<file path="config.mk">
export PLATFORM = sky130hd
export DESIGN_NAME = mips_subset_decode_hazard_check
export DESIGN_NICKNAME = d
export VERILOG_FILES = /design/src/hdl/mshz_pkg.sv /design/src/hdl/mips_subset_decode_hazard_check.sv /design/src/hdl/mshz_decode.sv /design/src/hdl/mshz_hazard.sv
export SDC_FILE = /design/constraint.sdc
export NUM_CORES = 1
export LEC_CHECK = 0
export ABC_AREA = 1
export BUFFER_PORTS_ARGS = -buffer_cell sky130_fd_sc_hd__buf_2
export CAP_MARGIN = 25
export CORE_MARGIN = 1
export CORE_UTILIZATION = 35
export CTS_BUF_LIST = sky130_fd_sc_hd__clkbuf_16
export CTS_CLUSTER_DIAMETER = 50
export DETAILED_ROUTE_END_ITERATION = 12
export PLACE_DENSITY = 0.68
export SYNTH_ARGS = -nofsm -noshare
export SYNTH_HDL_FRONTEND = slang
export SYNTH_SLANG_ARGS = --single-unit
export TNS_END_PERCENT = 100
</file>
<file path="constraint.sdc">
create_clock -name clock -period 2.9 [get_ports clock]
set_clock_uncertainty 0.1 [all_clocks]
set_input_delay 0.435 -clock clock [delete_from_list [all_inputs] [get_ports clock]]
set_output_delay 0.435 -clock clock [all_outputs]
set_load 0.05 [all_outputs]
</file>
<file path="src/hdl/mshz_pkg.sv">
// Shared opcodes, decode codes and pipeline stage types for the decode and hazard block.
package mshz_pkg;

   localparam int WordWidth = 32;
   localparam int RegWidth  = 5;

   // Major opcodes, bits 31..26
   localparam logic [5:0] OP_RTYPE = 6'b000000;
   localparam logic [5:0] OP_LOAD  = 6'b100011;
   localparam logic [5:0] OP_STORE = 6'b101011;
   localparam logic [5:0] OP_BEQ   = 6'b000100;
   localparam logic [5:0] OP_BNE   = 6'b000101;
   localparam logic [5:0] OP_J     = 6'b000010;
   localparam logic [5:0] OP_JAL   = 6'b000011;
   localparam logic [5:0] OP_LUI   = 6'b001111;

   // Function codes, bits 5..0
   localparam logic [5:0] FN_JR  = 6'b001000;
   localparam logic [5:0] FN_ADD = 6'b100000;
   localparam logic [5:0] FN_SUB = 6'b100010;
   localparam logic [5:0] FN_OR  = 6'b100101;
   localparam logic [5:0] FN_SLT = 6'b101010;
   localparam logic [5:0] FN_AND = 6'b100100;
   localparam logic [5:0] FN_SLL = 6'b000000;
   localparam logic [5:0] FN_SRL = 6'b000010;

   typedef enum logic [3:0] {
      CLS_NOOP  = 4'd0,
      CLS_RTYPE = 4'd1,
      CLS_JR    = 4'd2,
      CLS_LOAD  = 4'd3,
      CLS_STORE = 4'd4,
      CLS_BEQ   = 4'd5,
      CLS_BNE   = 4'd6,
      CLS_J     = 4'd7,
      CLS_JAL   = 4'd8,
      CLS_LUI   = 4'd9,
      CLS_OTHER = 4'd10
   } class_type;

   typedef enum logic [3:0] {
      ALU_ADD     = 4'd0,
      ALU_SUB     = 4'd1,
      ALU_OR      = 4'd2,
      ALU_SLT     = 4'd3,
      ALU_AND     = 4'd4,
      ALU_NOOP    = 4'd5,
      ALU_SLL     = 4'd6,
      ALU_SRL     = 4'd7,
      ALU_UNKNOWN = 4'd8
   } alu_type;

   typedef struct packed {
      class_type cls;
      alu_type   alu;
      logic      nonzero;
   } dec_type;

   // Stage 1: both words decoded
   typedef struct packed {
      logic [WordWidth-1:0] later;
      dec_type              later_dec;
      dec_type              earlier_dec;
      logic [RegWidth-1:0]  earlier_rt;
      logic [RegWidth-1:0]  earlier_rd;
   } s1_type;

   // Stage 2: source reads and writer resolved
   typedef struct packed {
      logic [WordWidth-1:0] later;
      class_type            cls;
      alu_type              alu;
      logic                 reads_rs;
      logic                 reads_rt;
      logic                 writer_valid;
      logic [RegWidth-1:0]  writer_reg;
      logic                 both_nonzero;
   } s2_type;

   // Result beat, last field in the lowest bits
   typedef struct packed {
      logic [5:0]           pad;
      logic                 hazard;
      logic [RegWidth-1:0]  writer_reg;
      logic                 writer_valid;
      logic                 reads_rt;
      logic                 reads_rs;
      logic [25:0]          jump_index;
      logic [15:0]          imm_field;
      logic [RegWidth-1:0]  rd_field;
      logic [RegWidth-1:0]  rt_field;
      logic [RegWidth-1:0]  rs_field;
      alu_type              alu_op;
      class_type            instr_class;
   } rsp_type;

   // Hazard compare inputs
   typedef struct packed {
      logic                reads_rs;
      logic                reads_rt;
      logic                writer_valid;
      logic                both_nonzero;
      logic [RegWidth-1:0] rs;
      logic [RegWidth-1:0] rt;
      logic [RegWidth-1:0] writer_reg;
   } hzd_in_type;

endpackage

</file>
<file path="src/hdl/mips_subset_decode_hazard_check.sv">
// Top level: three-stage decode and hazard check pipeline.
//
//   channel | beat fields (tdata, low bit first)                         | bits
//   req     | later_instruction, earlier_instruction                     | 64
//   rsp     | instr_class, alu_op, rs, rt, rd, imm, jump_index, reads_rs,| 80
//           | reads_rt, writer_valid, writer_reg, hazard, zero pad       |
//
// One instruction pair enters per cycle unless the pipeline is stalled; each result passes
// decode, operand/writer resolve, then hazard compare into the output register.
// Each stage holds its beat while the stage after it is full and stalled; an empty
// stage takes a new beat even when the output is stalled.
// Reset empties all three stages; the payload registers are not cleared.
module mips_subset_decode_hazard_check (
   input  logic        clock,
   input  logic        reset,
   input  logic        req_tvalid,
   output logic        req_tready,
   input  logic [63:0] req_tdata,  // [31:0] later_instruction, [63:32] earlier_instruction
   output logic        rsp_tvalid,
   input  logic        rsp_tready,
   output logic [79:0] rsp_tdata   // instr_class[3:0], alu_op[7:4], rs_field[12:8],
                                   // rt_field[17:13], rd_field[22:18], imm_field[38:23],
                                   // jump_index[64:39], reads_rs[65], reads_rt[66],
                                   // writer_valid[67], writer_reg[72:68], hazard[73]
);
   import mshz_pkg::*;

   logic [WordWidth-1:0] later_word;
   logic [WordWidth-1:0] earlier_word;
   dec_type              later_dec;
   dec_type              earlier_dec;

   logic       v1_ff, v2_ff, v3_ff;
   logic       rdy1, rdy2, rdy3;
   s1_type     s1_ff, s1_in;
   s2_type     s2_ff, s2_in;
   rsp_type    out_ff, out_in;
   hzd_in_type hzd_in;
   logic       hazard;
   logic       is_shift;

   assign later_word   = req_tdata[31:0];
   assign earlier_word = req_tdata[63:32];

   // Stage readiness: a stage moves when it is empty or its successor moves
   assign rdy3       = !v3_ff || rsp_tready;
   assign rdy2       = !v2_ff || rdy3;
   assign rdy1       = !v1_ff || rdy2;
   assign req_tready = rdy1;

   mshz_decode u_dec_later (
      .word (later_word),
      .dec  (later_dec)
   );

   mshz_decode u_dec_earlier (
      .word (earlier_word),
      .dec  (earlier_dec)
   );

   always_comb begin
      s1_in.later       = later_word;
      s1_in.later_dec   = later_dec;
      s1_in.earlier_dec = earlier_dec;
      s1_in.earlier_rt  = earlier_word[20:16];
      s1_in.earlier_rd  = earlier_word[15:11];
   end

   // Stage 2: which sources the later word reads, which register the earlier writes
   assign is_shift = (s1_ff.later[5:0] == FN_SLL) || (s1_ff.later[5:0] == FN_SRL);

   always_comb begin
      s2_in.later        = s1_ff.later;
      s2_in.cls          = s1_ff.later_dec.cls;
      s2_in.alu          = s1_ff.later_dec.alu;
      s2_in.reads_rs     = 1'b0;
      s2_in.reads_rt     = 1'b0;
      s2_in.writer_valid = 1'b0;
      s2_in.writer_reg   = '0;
      s2_in.both_nonzero = s1_ff.later_dec.nonzero && s1_ff.earlier_dec.nonzero;
      unique case (s1_ff.later_dec.cls)
         CLS_RTYPE: begin
            s2_in.reads_rs = !is_shift;
            s2_in.reads_rt = 1'b1;
         end
         CLS_STORE, CLS_BEQ, CLS_BNE: begin
            s2_in.reads_rs = 1'b1;
            s2_in.reads_rt = 1'b1;
         end
         CLS_LOAD, CLS_JR: begin
            s2_in.reads_rs = 1'b1;
         end
         default: begin
         end
      endcase
      unique case (s1_ff.earlier_dec.cls)
         CLS_RTYPE: begin
            s2_in.writer_valid = 1'b1;
            s2_in.writer_reg   = s1_ff.earlier_rd;
         end
         CLS_LOAD, CLS_LUI: begin
            s2_in.writer_valid = 1'b1;
            s2_in.writer_reg   = s1_ff.earlier_rt;
         end
         default: begin
         end
      endcase
   end

   // Stage 3: hazard compare and result assembly
   always_comb begin
      hzd_in.reads_rs     = s2_ff.reads_rs;
      hzd_in.reads_rt     = s2_ff.reads_rt;
      hzd_in.writer_valid = s2_ff.writer_valid;
      hzd_in.both_nonzero = s2_ff.both_nonzero;
      hzd_in.rs           = s2_ff.later[25:21];
      hzd_in.rt           = s2_ff.later[20:16];
      hzd_in.writer_reg   = s2_ff.writer_reg;
   end

   mshz_hazard u_hazard (
      .hzd_in (hzd_in),
      .hazard (hazard)
   );

   always_comb begin
      out_in.pad          = '0;
      out_in.hazard       = hazard;
      out_in.writer_reg   = s2_ff.writer_reg;
      out_in.writer_valid = s2_ff.writer_valid;
      out_in.reads_rt     = s2_ff.reads_rt;
      out_in.reads_rs     = s2_ff.reads_rs;
      out_in.jump_index   = s2_ff.later[25:0];
      out_in.imm_field    = s2_ff.later[15:0];
      out_in.rd_field     = s2_ff.later[15:11];
      out_in.rt_field     = s2_ff.later[20:16];
      out_in.rs_field     = s2_ff.later[25:21];
      out_in.alu_op       = s2_ff.alu;
      out_in.instr_class  = s2_ff.cls;
   end

   always_ff @(posedge clock) begin
      if (reset) begin
         v1_ff <= 1'b0;
         v2_ff <= 1'b0;
         v3_ff <= 1'b0;
      end else begin
         if (rdy1) v1_ff <= req_tvalid;
         if (rdy2) v2_ff <= v1_ff;
         if (rdy3) v3_ff <= v2_ff;
      end
   end

   // Payload advances only with a valid beat behind it
   always_ff @(posedge clock) begin
      if (rdy1 && req_tvalid) s1_ff  <= s1_in;
      if (rdy2 && v1_ff)      s2_ff  <= s2_in;
      if (rdy3 && v2_ff)      out_ff <= out_in;
   end

   assign rsp_tvalid = v3_ff;
   assign rsp_tdata  = out_ff;

`ifndef NO_ASSERTIONS
   a_hazard_needs_writer : assert property (@(posedge clock) disable iff (reset)
      rsp_tvalid |-> (!out_ff.hazard || out_ff.writer_valid))
      else $error("hazard raised without a writer");

   a_hazard_needs_read : assert property (@(posedge clock) disable iff (reset)
      rsp_tvalid |-> (!out_ff.hazard || out_ff.reads_rs || out_ff.reads_rt))
      else $error("hazard raised without a source read");

   a_no_writer_zero_reg : assert property (@(posedge clock) disable iff (reset)
      (rsp_tvalid && !out_ff.writer_valid) |-> (out_ff.writer_reg == '0))
      else $error("writer register set with no writer");

   a_stage2_fill : assert property (@(posedge clock) disable iff (reset)
      (v1_ff && rdy2) |=> v2_ff)
      else $error("stage 1 beat lost on advance");
`endif

endmodule

</file>
<file path="src/hdl/mshz_decode.sv">
// Instruction word decoder: class, ALU operation and zero-word flag.
module mshz_decode (
   input  logic [mshz_pkg::WordWidth-1:0] word,
   output mshz_pkg::dec_type              dec
);
   import mshz_pkg::*;

   logic [5:0] opcode;
   logic [5:0] funct;
   class_type  cls;
   alu_type    alu;

   assign opcode = word[31:26];
   assign funct  = word[5:0];

   always_comb begin
      if (word == '0) begin
         cls = CLS_NOOP;
      end else begin
         unique case (opcode)
            OP_RTYPE: cls = (funct == FN_JR) ? CLS_JR : CLS_RTYPE;
            OP_LOAD:  cls = CLS_LOAD;
            OP_STORE: cls = CLS_STORE;
            OP_BEQ:   cls = CLS_BEQ;
            OP_BNE:   cls = CLS_BNE;
            OP_J:     cls = CLS_J;
            OP_JAL:   cls = CLS_JAL;
            OP_LUI:   cls = CLS_LUI;
            default:  cls = CLS_OTHER;
         endcase
      end
   end

   // Listed functs win over the zero word; the zero word wins over sll
   always_comb begin
      priority if (funct == FN_ADD) alu = ALU_ADD;
      else if (funct == FN_SUB)     alu = ALU_SUB;
      else if (funct == FN_OR)      alu = ALU_OR;
      else if (funct == FN_SLT)     alu = ALU_SLT;
      else if (funct == FN_AND)     alu = ALU_AND;
      else if (word == '0)          alu = ALU_NOOP;
      else if (funct == FN_SLL)     alu = ALU_SLL;
      else if (funct == FN_SRL)     alu = ALU_SRL;
      else                          alu = ALU_UNKNOWN;
   end

   assign dec.cls     = cls;
   assign dec.alu     = alu;
   assign dec.nonzero = (word != '0);

endmodule

</file>
<file path="src/hdl/mshz_hazard.sv">
// Read-after-write compare of the later word's sources against the earlier word's destination.
module mshz_hazard (
   input  mshz_pkg::hzd_in_type hzd_in,
   output logic                 hazard
);
   import mshz_pkg::*;

   logic rs_hit;
   logic rt_hit;

   assign rs_hit = hzd_in.reads_rs && (hzd_in.rs == hzd_in.writer_reg);
   assign rt_hit = hzd_in.reads_rt && (hzd_in.rt == hzd_in.writer_reg);
   assign hazard = hzd_in.both_nonzero && hzd_in.writer_valid && (rs_hit || rt_hit);

endmodule
</file>
==> results.toml <==
[status]
status = "finished clean"

[final_layout]
nFillCells = 1383
final_core_util = 0.457
drive_gt1_frac = 0.341
multi_input_area_um2 = 1030
nNetsFinal = 645
stdcell_area_um2 = 7060
synthToLayoutAreaGrowth_pct = 26.1
seq_area_um2 = 4140
diodes = 0

[die]
core-area_um2 = 15400
initial_utilization = 0.363
rows = 45
die_w_um = 128
dieArea_um2 = 16500
die_h_um = 128
ios = 150

[sta]
min_period_over_period = 0.661
totalNegativeSetupSlack_ps = 0
rsz0062_at_grt = "no"
hold_viol = 0
final_max_slew_viol_count = 0
tightest_slew_ps = 602
fmaxAchievable_mhz = 521
finalCriticalPeriod_ps = 1920
max_slew_margin = 0.597
finalSetupViolCount = 0
fin_hold_ws_ps = 117

[yosys]
syn_inst = 445
ys_warn_count = 0
synth-seq-cells = 139
netlist_top_cells_count = "edfxtp_1 (136), nand2_1 (87), nor2_1 (62), inv_1 (39), buf_4 (37)"
syn-cell-area_um2 = 5600
synthDistinctLibCells = 25
avgSynthCellArea_um2 = 12.6
synth_edf_count = 136
synth_ff_type = "edfxtp_1"
yosysMostFrequentCell = "edfxtp_1"
async_flop_share = 0
yosys-top-cells-area = "edfxtp_1 (73%), nand2_1 (5.8%), buf_4 (5.0%)"
synth.top_cell.area_share = 0.730
synth_top_cell_by_area = "edfxtp_1"
yosysSeqAreaShare = 0.740

[clock_tree]
cts.sinks = 139
cts.htree.levels = 4
numCtsBuffers = 17
post_cts_buffers = 0
post_cts_resized = 0
cts-hold-fix-buffers = 0
clk_pin_slew_worst_paths_ps = 60
cts_tree = "built"
clockRootBuffer = "clkbuf_16"
clock_insertion_delay_worst_skew_ps = 410
cts.path.max_buffers = 2

[routing]
vias = 3470
vias_per_cell = 4.33
drtAntennaViolNets = 0
drt_wl_total_um = 10100
drt-initial-drc-count = 196
drc = 0
drtPass1Iterations = 4
wire_per_inst_um = 12.6

[global_routing]
grt_antenna_before_repair = 0
grt_pass1_wl_um = 16000
grt_pass1_vias = 3399
overflow = 0
grt_usage = 0.130
grt_max_degree = 44

[worst_setup_path]
r2r_end = "s1_ff[52]$_DFFE_PP_"
r2r-start = "v2_ff$_SDFFE_PP0P_"
reg2reg_depth = 6
crit_path_end_kind = "primary output"
reg2reg_slack_ps = 1090
cp.required_ps = 2370
crit_arrival_ps = 1380
startpoint_type = "register"
cp_max_fo = 3
worst-setup-path-type = "register to primary output"

[power_and_ir_drop]
worst_ir_drop_vdd_mv = 0.370
leakage_uw = 0.00292
powerDensity_nw_per_um2 = 720

[worst_hold_path]
hold_depth = 2
hold_path_startpoint = "reset"
min_path_type = "input port to register"
whs_endpoint = "v2_ff$_SDFFE_PP0P_"

[job]
maxCapViolCount = 0

[placed_design]
placed_area_um2 = 6380
hpwl_um = 7640
portBuffers = 143
place_congestion = 0.862
==> critical path, cell delays in order, from the launching register on <==
cell	delay, ps
dfxtp_1	390
nand2_1	90
nor2_1	150
nand2_1	110
buf_2	230
==> sequential cells by signal, summed over array words and instances, names as in the netlist <==
signal / cells
v2_ff: 1
rsp_tdata: 43
out_in: 24
v1_ff: 1
s1_ff: 50
rsp_tvalid: 1
hzd_in: 19
==> cells by family (layout without fill, tap and decap cells) <==
family / after synthesis / count (layout) / synth area share
flip-flops: 139 / 139 / 0.740
buffers and inverters: 82 / 222 / 0.0800
XOR/XNOR: 1 / 1 / 0.00157
AO/OA/AOI/OAI: 14 / 14 / 0.0134
AND/OR/NAND/NOR: 208 / 208 / 0.164
other: 1 / 6 / 0.000670
==> through the flow <==
| step | instances | worst slack [ps] | total power (uW) |
|---|---|---|---|
| finish | 801 | 982 | 5080 |
| global route | 801 | 893 | 5250 |
| CTS | 801 | 965 | 5130 |
| detailed placement | 769 | 840 | 2720 |
| global placement | 769 | 934 | 2700 |
| floorplan | 450 | 200 | 2600 |
==> cell type report <==
class | count | share of cell area
Timing Repair Buffer | 146 | 0.110
Multi-Input combinational cell | 229 | 0.147
Inverter | 44 | 0.0234
Tap cell | 211 | 0.0374
Sequential cell | 139 | 0.587
Clock buffer | 17 | 0.0603
Clock inverter | 15 | 0.0349
==> cells in the final DEF, fill, tap and decap left out <==
| master | count |
|---|---|
| buf_2 | 143 |
| conb_1 | 6 |
| nand4_1 | 7 |
| o21ai_0 | 2 |
| nor2_4 | 4 |
| a21boi_0 | 1 |
| buf_12 | 3 |
| nand3b_1 | 2 |
| o21ai_1 | 3 |
| or2_1 | 1 |
| nand2_1 | 87 |
| bufinv_16 | 6 |
| nand3_1 | 29 |
| clkinv_2 | 3 |
| xor2_1 | 1 |
| clkbuf_16 | 17 |
| a21oi_1 | 6 |
| dfxtp_1 | 3 |
| nor3_1 | 4 |
| o211ai_1 | 1 |
| clkinvlp_4 | 1 |
| edfxtp_1 | 136 |
| inv_1 | 37 |
| inv_6 | 1 |
| clkinv_1 | 1 |
| nor2_1 | 62 |
| clkinv_4 | 4 |
| inv_2 | 6 |
| nand2_2 | 1 |
| nand3_2 | 2 |
| nor2_2 | 9 |
| a21oi_4 | 1 |
==> report_power, final <==
group / internal, uW / leakage (uW) / total [uW] / switching (uW)
Clock: 1610 / 0.000327 / 2410 / 792
Combinational: 89.5 / 0.00127 / 340 / 251
Sequential: 2300 / 0.00132 / 2330 / 32.3
==> worst max-delay path by stage <==
| stage | slack (ps) | end | startpoint |
|---|---|---|---|
| CTS | 970 | req_tready | rsp_tvalid$_SDFFE_PP0P_ |
| global placement | 930 | s1_ff[42]$_DFFE_PP_ | rsp_tready |
| detailed placement | 840 | s1_ff[43]$_DFFE_PP_ | rsp_tready |
| global route | 890 | req_tready | rsp_tvalid$_SDFFE_PP0P_ |
| finish | 980 | req_tready | rsp_tvalid$_SDFFE_PP0P_ |
| floorplan | 200 | s1_ff[0]$_DFFE_PP_ | rsp_tvalid$_SDFFE_PP0P_ |
==> metal layers <==
layer | share of wire | global-route usage | vias up
li1 | - | - | 1740
met1 | 0.41 | 0.143 | 1587
met2 | 0.51 | 0.228 | 125
met3 | 0.059 | 0.0445 | 18
met4 | 0.020 | 0.0581 | 0
met5 | 0 | 0 | -
Note: power is estimated with default switching activity, not from simulation.
